===== config.mk =====
export PLATFORM = sky130hd
export DESIGN_NAME = hl7_escape_decoder_core
export DESIGN_NICKNAME = d
export VERILOG_FILES = /design/src/sv/hed_pkg.sv /design/src/sv/hl7_escape_decoder_core.sv /design/src/sv/hed_cfg_regs.sv /design/src/sv/hed_decode.sv
export SDC_FILE = /design/constraint.sdc
export NUM_CORES = 1
export LEC_CHECK = 0
export ABC_AREA = 1
export BUFFER_PORTS_ARGS = -buffer_cell sky130_fd_sc_hd__buf_2
export CELL_PAD_IN_SITES_DETAIL_PLACEMENT = 0
export CELL_PAD_IN_SITES_GLOBAL_PLACEMENT = 2
export CORE_MARGIN = 5
export CORE_UTILIZATION = 38
export DETAILED_ROUTE_END_ITERATION = 16
export GPL_ROUTABILITY_DRIVEN = 0
export PLACE_DENSITY_LB_ADDON = 0.05
export SLEW_MARGIN = 20
export SYNTH_ARGS = -nofsm -noshare
export SYNTH_HDL_FRONTEND = slang
export SYNTH_SLANG_ARGS = --single-unit

===== constraint.sdc =====
create_clock -name clk_i -period 3.25 [get_ports clk_i]
set_input_delay 0.1625 -clock clk_i [delete_from_list [all_inputs] [get_ports clk_i]]
set_output_delay 0.1625 -clock clk_i [all_outputs]
set_load 0.02 [all_outputs]

===== src/sv/hed_pkg.sv =====
package hed_pkg;

  // Register indexes on the configuration port.
  localparam logic [2:0] RegEscapeChar     = 3'd0;
  localparam logic [2:0] RegFieldSep       = 3'd1;
  localparam logic [2:0] RegComponentSep   = 3'd2;
  localparam logic [2:0] RegSubcomponentSep = 3'd3;
  localparam logic [2:0] RegRepeatSep      = 3'd4;

  localparam logic [7:0] CharE         = 8'h45;
  localparam logic [7:0] CharF         = 8'h46;
  localparam logic [7:0] CharR         = 8'h52;
  localparam logic [7:0] CharS         = 8'h53;
  localparam logic [7:0] CharT         = 8'h54;
  localparam logic [7:0] CharX         = 8'h58;
  localparam logic [7:0] CharBackslash = 8'h5c;

  typedef enum logic [5:0] {
    PhNormal = 6'b000001,
    PhEscape = 6'b000010,
    PhSkip   = 6'b000100,
    PhHexHi  = 6'b001000,
    PhHexLo  = 6'b010000,
    PhDead   = 6'b100000
  } phase_e;

  typedef struct packed {
    logic [7:0] in_byte;
    logic       last_byte;
  } in_t;

  typedef struct packed {
    logic       out_valid;
    logic [7:0] out_byte;
    logic       token_done;
  } out_t;

  typedef struct packed {
    logic [7:0] escape_char;
    logic [7:0] field_sep;
    logic [7:0] component_sep;
    logic [7:0] subcomponent_sep;
    logic [7:0] repeat_sep;
  } cfg_t;

  // Returns {is_hex, digit value}.
  function automatic logic [4:0] hex_value(logic [7:0] b);
    logic [4:0] res;
    res = 5'd0;
    if (b inside {[8'h30:8'h39]}) begin
      res = {1'b1, b[3:0]};
    end else if (b inside {[8'h41:8'h46], [8'h61:8'h66]}) begin
      // Letters a-f and A-F have low nibbles 1 to 6.
      res = {1'b1, b[3:0] + 4'd9};
    end
    return res;
  endfunction

endpackage


===== src/sv/hl7_escape_decoder_core.sv =====
// Escape sequence decoder for the bytes of one token.
// Raw bytes enter on the input channel (in_valid_i / in_ready_o) one per
// transaction, with last_byte set on the final byte of each token. Every input
// transaction yields exactly one result transaction on the output channel
// (out_valid_o / out_ready_i); its out_valid field tells whether it carries
// a decoded byte, and token_done repeats last_byte.
// Separator and escape bytes are written through the configuration port
// (cfg_we_i, cfg_idx_i, cfg_data_i); the user must write them only while no
// transaction is in flight, which the block itself does not enforce. The byte
// is captured in an input register, decoded by one level of logic against
// the phase register and held in an output register. Throughput is one byte
// per clock unless the receiver stalls; the phase register steps with each byte.
// When the receiver stalls, the output register holds its result and the
// input register holds the next byte; input ready drops once both are full.
// Reset restores the default delimiters, returns the decoder to its normal
// phase and empties both registers.
module hl7_escape_decoder_core import hed_pkg::*; (
  input  logic       clk_i,
  input  logic       rst_ni,
  input  logic       cfg_we_i,
  input  logic [2:0] cfg_idx_i,
  input  logic [7:0] cfg_data_i,
  input  logic       in_valid_i,
  output logic       in_ready_o,
  input  in_t        in_data_i,
  output logic       out_valid_o,
  input  logic       out_ready_i,
  output out_t       out_data_o
);

  cfg_t cfg;
  in_t  in_q;
  logic in_vld_q;
  out_t res_q, res;
  logic res_vld_q;
  logic advance;

  hed_cfg_regs u_cfg (
    .clk_i  (clk_i),
    .rst_ni (rst_ni),
    .we_i   (cfg_we_i),
    .idx_i  (cfg_idx_i),
    .data_i (cfg_data_i),
    .cfg_o  (cfg)
  );

  // The held byte moves into the result register when that register is empty or its result is being taken.
  assign advance    = in_vld_q && (!res_vld_q || out_ready_i);
  assign in_ready_o = !in_vld_q || advance;

  hed_decode u_decode (
    .clk_i    (clk_i),
    .rst_ni   (rst_ni),
    .step_i   (advance),
    .item_i   (in_q),
    .cfg_i    (cfg),
    .result_o (res)
  );

  always_ff @(posedge clk_i or negedge rst_ni) begin
    if (!rst_ni) begin
      in_vld_q  <= 1'b0;
      res_vld_q <= 1'b0;
    end else begin
      if (in_ready_o) begin
        in_vld_q <= in_valid_i;
      end
      if (advance) begin
        res_vld_q <= 1'b1;
      end else if (out_ready_i) begin
        res_vld_q <= 1'b0;
      end
    end
  end

  always_ff @(posedge clk_i) begin
    if (in_valid_i && in_ready_o) begin
      in_q <= in_data_i;
    end
    if (advance) begin
      res_q <= res;
    end
  end

  assign out_valid_o = res_vld_q;
  assign out_data_o  = res_q;

endmodule


===== src/sv/hed_cfg_regs.sv =====
module hed_cfg_regs import hed_pkg::*; (
  input  logic       clk_i,
  input  logic       rst_ni,
  input  logic       we_i,
  input  logic [2:0] idx_i,
  input  logic [7:0] data_i,
  output cfg_t       cfg_o
);

  cfg_t cfg_q, cfg_d;

  always_comb begin
    cfg_d = cfg_q;
    if (we_i) begin
      case (idx_i)
        RegEscapeChar:      cfg_d.escape_char      = data_i;
        RegFieldSep:        cfg_d.field_sep        = data_i;
        RegComponentSep:    cfg_d.component_sep    = data_i;
        RegSubcomponentSep: cfg_d.subcomponent_sep = data_i;
        RegRepeatSep:       cfg_d.repeat_sep       = data_i;
        default:            cfg_d = cfg_q;
      endcase
    end
  end

  always_ff @(posedge clk_i or negedge rst_ni) begin
    if (!rst_ni) begin
      cfg_q.escape_char      <= 8'd92;
      cfg_q.field_sep        <= 8'd124;
      cfg_q.component_sep    <= 8'd94;
      cfg_q.subcomponent_sep <= 8'd38;
      cfg_q.repeat_sep       <= 8'd126;
    end else begin
      cfg_q <= cfg_d;
    end
  end

  assign cfg_o = cfg_q;

endmodule


===== src/sv/hed_decode.sv =====
module hed_decode import hed_pkg::*; (
  input  logic clk_i,
  input  logic rst_ni,
  input  logic step_i,
  input  in_t  item_i,
  input  cfg_t cfg_i,
  output out_t result_o
);

  phase_e     phase_q, phase_d;
  logic [3:0] nibble_q, nibble_d;
  logic [4:0] hex;
  logic       valid;
  logic [7:0] ob;

  assign hex = hex_value(item_i.in_byte);

  always_comb begin
    phase_d  = phase_q;
    nibble_d = nibble_q;
    valid    = 1'b0;
    ob       = 8'd0;
    case (phase_q)
      PhEscape: begin
        phase_d = PhSkip;
        case (item_i.in_byte)
          CharE: begin valid = 1'b1; ob = cfg_i.escape_char; end
          CharF: begin valid = 1'b1; ob = cfg_i.field_sep; end
          CharR: begin valid = 1'b1; ob = cfg_i.repeat_sep; end
          CharS: begin valid = 1'b1; ob = cfg_i.component_sep; end
          CharT: begin valid = 1'b1; ob = cfg_i.subcomponent_sep; end
          CharX: phase_d = PhHexHi;
          default: phase_d = PhNormal;
        endcase
      end
      PhSkip: phase_d = PhNormal;
      PhHexHi: begin
        // A literal backslash ends hex mode, whatever the escape byte is; other non-hex bytes go dead.
        if (item_i.in_byte == CharBackslash) begin
          phase_d = PhNormal;
        end else if (hex[4]) begin
          nibble_d = hex[3:0];
          phase_d  = PhHexLo;
        end else begin
          phase_d = PhDead;
        end
      end
      PhHexLo: begin
        if (hex[4]) begin
          valid    = 1'b1;
          ob       = {nibble_q, hex[3:0]};
          nibble_d = 4'd0;
          phase_d  = PhHexHi;
        end else begin
          phase_d = PhDead;
        end
      end
      PhDead: phase_d = PhDead;
      default: begin
        if (item_i.in_byte == cfg_i.escape_char) begin
          phase_d = PhEscape;
        end else begin
          valid   = 1'b1;
          ob      = item_i.in_byte;
          phase_d = PhNormal;
        end
      end
    endcase
    if (item_i.last_byte) begin
      phase_d  = PhNormal;
      nibble_d = 4'd0;
    end
  end

  always_ff @(posedge clk_i or negedge rst_ni) begin
    if (!rst_ni) begin
      phase_q  <= PhNormal;
      nibble_q <= 4'd0;
    end else if (step_i) begin
      phase_q  <= phase_d;
      nibble_q <= nibble_d;
    end
  end

  assign result_o.out_valid  = valid;
  assign result_o.out_byte   = ob;
  assign result_o.token_done = item_i.last_byte;

endmodule

==> results.ini, run 1 <==
[outcome]
status = completed

[grt]
grt-ovfl-total = 0
grt_pass1_vias = 3068
grt_max_degree = 38
grt.total_usage_pct = 18.8
antenna_found_initial = 0
grt_pass1_wl_um = 17000

[final_layout]
nNetsFinal = 540
final_cell_area_um2 = 4350
drive_above_1_share_pct = 20.2
n_antenna_cell = 0
layout_commonest_cell = nand2_1
nFillCells = 1050
final_cell_mix = 146 x nand2_1, 47 x nand3_1, 44 x o21ai_0
areaGrowthSynthToFinish_pct = 15.7

[power]
p_int_mw = 1.56
peakVddDrop_mv = 0.311
sequentialPowerShare_pct = 53.3
pwr-share-comb_pct = 14.1
power_density_nw_per_um2 = 516
p_sw_uw = 678
swShare_pct = 30.2
power_frac_clock_pct = 32.6
p_leak_nw = 2.08
finalPower_mw = 2.24

[routing]
drt_pass1_iterations = 4
vias = 3125
drc = 0
wl_met1_um = 4990
avgViaCountPerCell = 4.82
routedWlPerCell_um = 16.0
wl_um = 10400
drt_iter0_markers = 141
highest_layer = met4
wl_met2_um = 4750
ant_nets = 0
dr_wl_met3_um = 524

[yosys]
synth_area_leaders = dfrtp_1 19%, dfstp_2 17%, edfxtp_1 15%
postSynthRegisterBits = 71
syn_inst = 462
synth_top_area_cell = dfrtp_1
syn_area_um2 = 3760
synth.distinct_cells = 31
yosysSeqAreaShare_pct = 50.6
synth-compound-area-share_pct = 7.73
synth_xor_area_share_pct = 2.10
synth_top_family_by_area = simple AND/OR/NAND/NOR gates
synth_adder_area_share_pct = 1.33
syn_nets = 491
syn_avg_cell_area_um2 = 8.13
synth-simple-area-share_pct = 31.1
synthMuxAreaShare_pct = 0
synth_top_area_share_pct = 18.6
yosysWarnings = 0

[floorplan]
die_x_um = 109
floorplan.initialDensity_pct = 38.6
core.rowCount = 36
die_y_um = 109
core_um2 = 9730
num_io_pins = 37
die_area_um2 = 12000

[clock_network]
cts_tree = done
clockBufferDepth = 2
cts_resized = 0
clk_pin_slew_ns = 0.08
clock_sinks = 71
root_buffer = clkbuf_8
htree_levels = 3
cts_buffers = 9
hold_buffers = 10
postCtsSetupRepairBufs = 0
insertion_delay_ns = 0.35

[sta]
setup_slack_ns = 0.887
setup_viol = 0
rsz0062_at_grt = false
hold_viol = 0
fin_setup_tns_ns = 0
fmax_mhz = 423
hold_ws_ns = 0.0396
worst_pin_slew_ns = 0.891
fin_crit_ns = 2.36
fin_skew_ns = 0.00990
finalMaxSlewViolations = 0
slew_headroom_pct = 40.6
period_share_pct = 72.7

[worst_setup_path]
startpoint_type = flop
cp_data_arrival_time_ns = 2.46
reg2regPathDepth = 10
worst-path-max-fanout = 7
ff2ff_setup_slack_ns = 0.89
path_class = flop to flop
worstPathRequired_ns = 3.35
cp-end-kind = flop

[place]
placed_area_um2 = 4050
dp_hpwl_um = 7860
pre_cts_ws_ns = 0.872
port_buffers = 36

[flow_run]
cap_violations = 0

[min_path]
hold_path.class = input pin to flop
whs_path_depth = 3

-- cell usage after synthesis --
master / n
a21oi_1: 9
buf_4: 2
buf_6: 3
clkbuf_1: 5
clkinv_1: 1
clkinv_2: 1
dfrtp_1: 28
dfstp_2: 24
edfxtp_1: 19
ha_1: 4
inv_1: 43
inv_2: 5
inv_4: 2
nand2_1: 146
nand2_2: 7
nand2_4: 1
nand3_1: 47
nand3_2: 3
nand4_1: 8
nor2_1: 37
nor2_2: 3
nor2_4: 1
nor2_8: 1
nor3_1: 1
nor3_4: 3
o211ai_1: 1
o21ai_0: 44
o21ai_1: 1
o22ai_1: 2
or2_1: 1
xor2_1: 9
-- worst paths after layout --
check / end / startpoint
setup reg to reg: out_data_o[7]$_DFFE_PP_ / in_q[1]$_DFFE_PP_
max in group asynchronous: u_cfg.cfg_o[1]$_DFFE_PN1P_ / rst_ni
min in group asynchronous: u_decode.nibble_q[2]$_DFFE_PN0P_ / rst_ni
setup / recovery: out_data_o[7]$_DFFE_PP_ / in_q[1]$_DFFE_PP_
hold reg to reg: u_cfg.cfg_o[9]$_DFFE_PN1P_ / u_cfg.cfg_o[9]$_DFFE_PN1P_
hold / removal: in_vld_q$_DFFE_PN0N_ / in_valid_i
-- sequential cells by signal, indices dropped and copies added (netlist names) --
| signal | cells |
|---|---|
| in_q | 9 |
| in_vld_q | 1 |
| out_data_o | 10 |
| out_valid_o | 1 |
| u_cfg.cfg_o | 40 |
| u_decode.nibble_q | 4 |
| u_decode.phase_q | 6 |
-- kinds of logic after synthesis --
kind of cell / count (synthesis)
XOR/XNOR: 9
AO/OA/AOI/OAI: 57
buffers and inverters: 62
adder cells (fa/ha/maj): 4
AND/OR/NAND/NOR: 259
flip-flops: 71
-- layout make-up --
| cell class | instances | area, µm² | area share, % |
|---|---|---|---|
| Timing Repair Buffer | 48 | 295 | 6.80 |
| Clock inverter | 6 | 66.3 | 1.53 |
| Inverter | 52 | 201 | 4.64 |
| Clock buffer | 10 | 128 | 2.94 |
| Multi-Input combinational cell | 329 | 1590 | 36.5 |
| Sequential cell | 71 | 1900 | 43.8 |
| Tap cell | 133 | 166 | 3.83 |
-- metal layers --
layer  GRT usage (%)  vias up
li1                -     1593
met4            5.70        0
met5               0        -
met3            2.76       11
met1            26.7     1447
met2            29.9       74
-- worst max-delay path, stage by stage, from the launching register on --
cell	delay [ns]
edfxtp_1	0.52
inv_1	0.17
ha_1	0.26
inv_1	0.17
nand3_1	0.10
nand3_1	0.27
nand3_2	0.23
nand2_2	0.15
inv_2	0.07
nand2_1	0.08
nand3_1	0.08
-- power by group through the flow --
stage                     logic (mW)  clock network, mW  registers (mW)
after CTS                      0.322              0.746            1.20
after global routing           0.366              0.783            1.22
after detailed placement       0.311                  0            1.22
after global placement         0.307                  0            1.22
after floorplan                0.211                  0            1.18
final                          0.316              0.731            1.20
-- metrics by stage --
| stage | std cells | util [%] |
|---|---|---|
| after floorplan | 462 | - |
| after global routing | 649 | 44.7 |
| final | 649 | 44.7 |
| after detailed placement | 623 | 41.6 |
| after global placement | 623 | 41.6 |
| after CTS | 649 | 44.7 |
No activity file was read; power rests on OpenSTA's default activity.
==> run 2: changes to the inputs <==
--- a/config.mk
+++ b/config.mk
@@ -10,7 +10,7 @@
 export CELL_PAD_IN_SITES_DETAIL_PLACEMENT = 0
 export CELL_PAD_IN_SITES_GLOBAL_PLACEMENT = 2
 export CORE_MARGIN = 5
-export CORE_UTILIZATION = 38
+export CORE_UTILIZATION = 35
 export DETAILED_ROUTE_END_ITERATION = 16
 export GPL_ROUTABILITY_DRIVEN = 0
 export PLACE_DENSITY_LB_ADDON = 0.05
==> constraint.sdc (replaced) <==
create_clock -name clk_i -period 2.4 [get_ports clk_i]
set_input_delay 0.12 -clock clk_i [delete_from_list [all_inputs] [get_ports clk_i]]
set_output_delay 0.12 -clock clk_i [all_outputs]
set_load 0.02 [all_outputs]
==> results.ini, run 2 (same netlist as run 1, synthesis figures left out) <==
[grt]
grt.total_usage_pct = 16.9
grt_pass1_wl_um = 16800
grt_pass1_vias = 3087
grt_max_degree = 53
grt-ovfl-total = 0
antenna_found_initial = 0

[routing]
vias = 3150
drc = 0
avgViaCountPerCell = 4.77
ant_nets = 0
wl_um = 10200
drt_iter0_markers = 185
drt_pass1_iterations = 4
routedWlPerCell_um = 15.5

[place]
port_buffers = 36
dp.cells = 633
pre_cts_ws_ns = 0.253
dp_hpwl_um = 7490

[floorplan]
num_io_pins = 37
floorplan.initialDensity_pct = 36.1
core_um2 = 10400
die_y_um = 114
core.rowCount = 37
die_area_um2 = 12900
die_x_um = 114

[clock_network]
cts_buffers = 9
clock_sinks = 71
htree_levels = 3
insertion_delay_ns = 0.36
cts_resized = 0
clockBufferDepth = 2
cts_tree = done
postCtsSetupRepairBufs = 0
root_buffer = clkbuf_8
clk_pin_slew_ns = 0.08

[final_layout]
areaGrowthSynthToFinish_pct = 17.3
finalNonFillerCells = 660
n_antenna_cell = 0
nNetsFinal = 548
drive_above_1_share_pct = 21.4
final_cell_mix = 146 x nand2_1, 47 x nand3_1, 44 x o21ai_0
largest_register_ffs = 40
layout_commonest_cell = nand2_1

[worst_setup_path]
crit_path_start = in_q[1]$_DFFE_PP_
worstPathRequired_ns = 2.51
r2r_start = in_q[1]$_DFFE_PP_
reg2regPathDepth = 10
timing.rr.end = out_data_o[4]$_DFFE_PP_
endpoint = out_data_o[4]$_DFFE_PP_
startpoint_type = flop
worst-path-max-fanout = 7
cp-end-kind = flop
path_class = flop to flop
ff2ff_setup_slack_ns = 0.22
cp_data_arrival_time_ns = 2.29

[min_path]
hold_path.class = input pin to flop

[sta]
finalMaxSlewViolations = 0
fmax_mhz = 458
setup_viol = 0
period_share_pct = 90.9
slew_headroom_pct = 52.2
rsz0062_at_grt = false
fin_skew_ns = 0.00713
hold_viol = 0
worst_pin_slew_ns = 0.717
fin_setup_tns_ns = 0
hold_ws_ns = 0.0240
setup_slack_ns = 0.218
fin_crit_ns = 2.18

[outcome]
status = completed

[power]
peakVddDrop_mv = 0.420
p_leak_nw = 2.13
power_density_nw_per_um2 = 675

[flow_run]
cap_violations = 0

==> run 2: cell types whose count changed in the layout (fill, tap and decap cells not counted), sizes merged <==
cell	delta
buf	+7
bufinv	-1
clkbuf	+2
clkinv	+1
clkinvlp	-1
dlygate4sd3	+1
inv	-1
==> run 2: layer usage <==
metal | GRT usage (%) | vias to the layer above | part of all wire, %
met5 | 0 | - | 0
met4 | 5.29 | 0 | 1.7
met3 | 3.45 | 15 | 4.3
met2 | 26.5 | 62 | 45
met1 | 23.5 | 1459 | 49
li1 | - | 1614 | -
==> run 2: cell type report <==
type	instances	area, µm²
fill	1107	6010
sequential	71	1900
multi-input combinational	329	1590
timing repair buffer	56	358
inverter	52	201
tap	136	170
clock buffer	12	165
clock inverter	4	26.3
==> run 2: how the worst min path moves through the flow <==
stage	start	depth (start not counted)	slack, ns	to
final	out_ready_i	4	0.02	out_valid_o$_DFFE_PN0P_
after global routing	out_ready_i	4	0.02	out_valid_o$_DFFE_PN0P_
after CTS	out_ready_i	4	0.01	out_valid_o$_DFFE_PN0P_
after detailed placement	in_data_i[7]	1	0.30	in_q[7]$_DFFE_PP_
after global placement	rst_ni	2	0.30	u_decode.nibble_q[1]$_DFFE_PN0P_
after floorplan	rst_ni	0	-0.18	in_vld_q$_DFFE_PN0N_
==> run 2: where the power goes <==
group	internal, mW	total (mW)	switching (mW)
combinational	0.160	0.439	0.279
clock	0.462	0.942	0.480
sequential	1.48	1.59	0.118
total	2.10	2.98	0.877
==> run 2: worst max-delay path, stage by stage (launching register included) <==
cell	delay, ns
edfxtp_1	0.46
inv_1	0.14
ha_1	0.25
inv_1	0.15
nand3_1	0.10
nand3_1	0.24
nand3_2	0.21
nand2_2	0.14
inv_2	0.07
nand3_1	0.07
nand3_1	0.08
==> run 2: what timing repair did <==
action | 4_1_cts | 5_1_grt
hold buffers | 11 | 0
hold endpoints to repair | 38 | 0
endpoints found under the setup margin | 0 | 0
==> run 2: metrics by stage <==
step / power [mW] / area [µm²] / utilization, %
after floorplan: 1.89 / 3760 / -
final: 2.98 / 4410 / 42.3
after detailed placement: 2.05 / 4110 / 39.4
after global placement: 2.05 / 4110 / 39.4
after CTS: 3.01 / 4410 / 42.3
after global routing: 3.14 / 4410 / 42.3
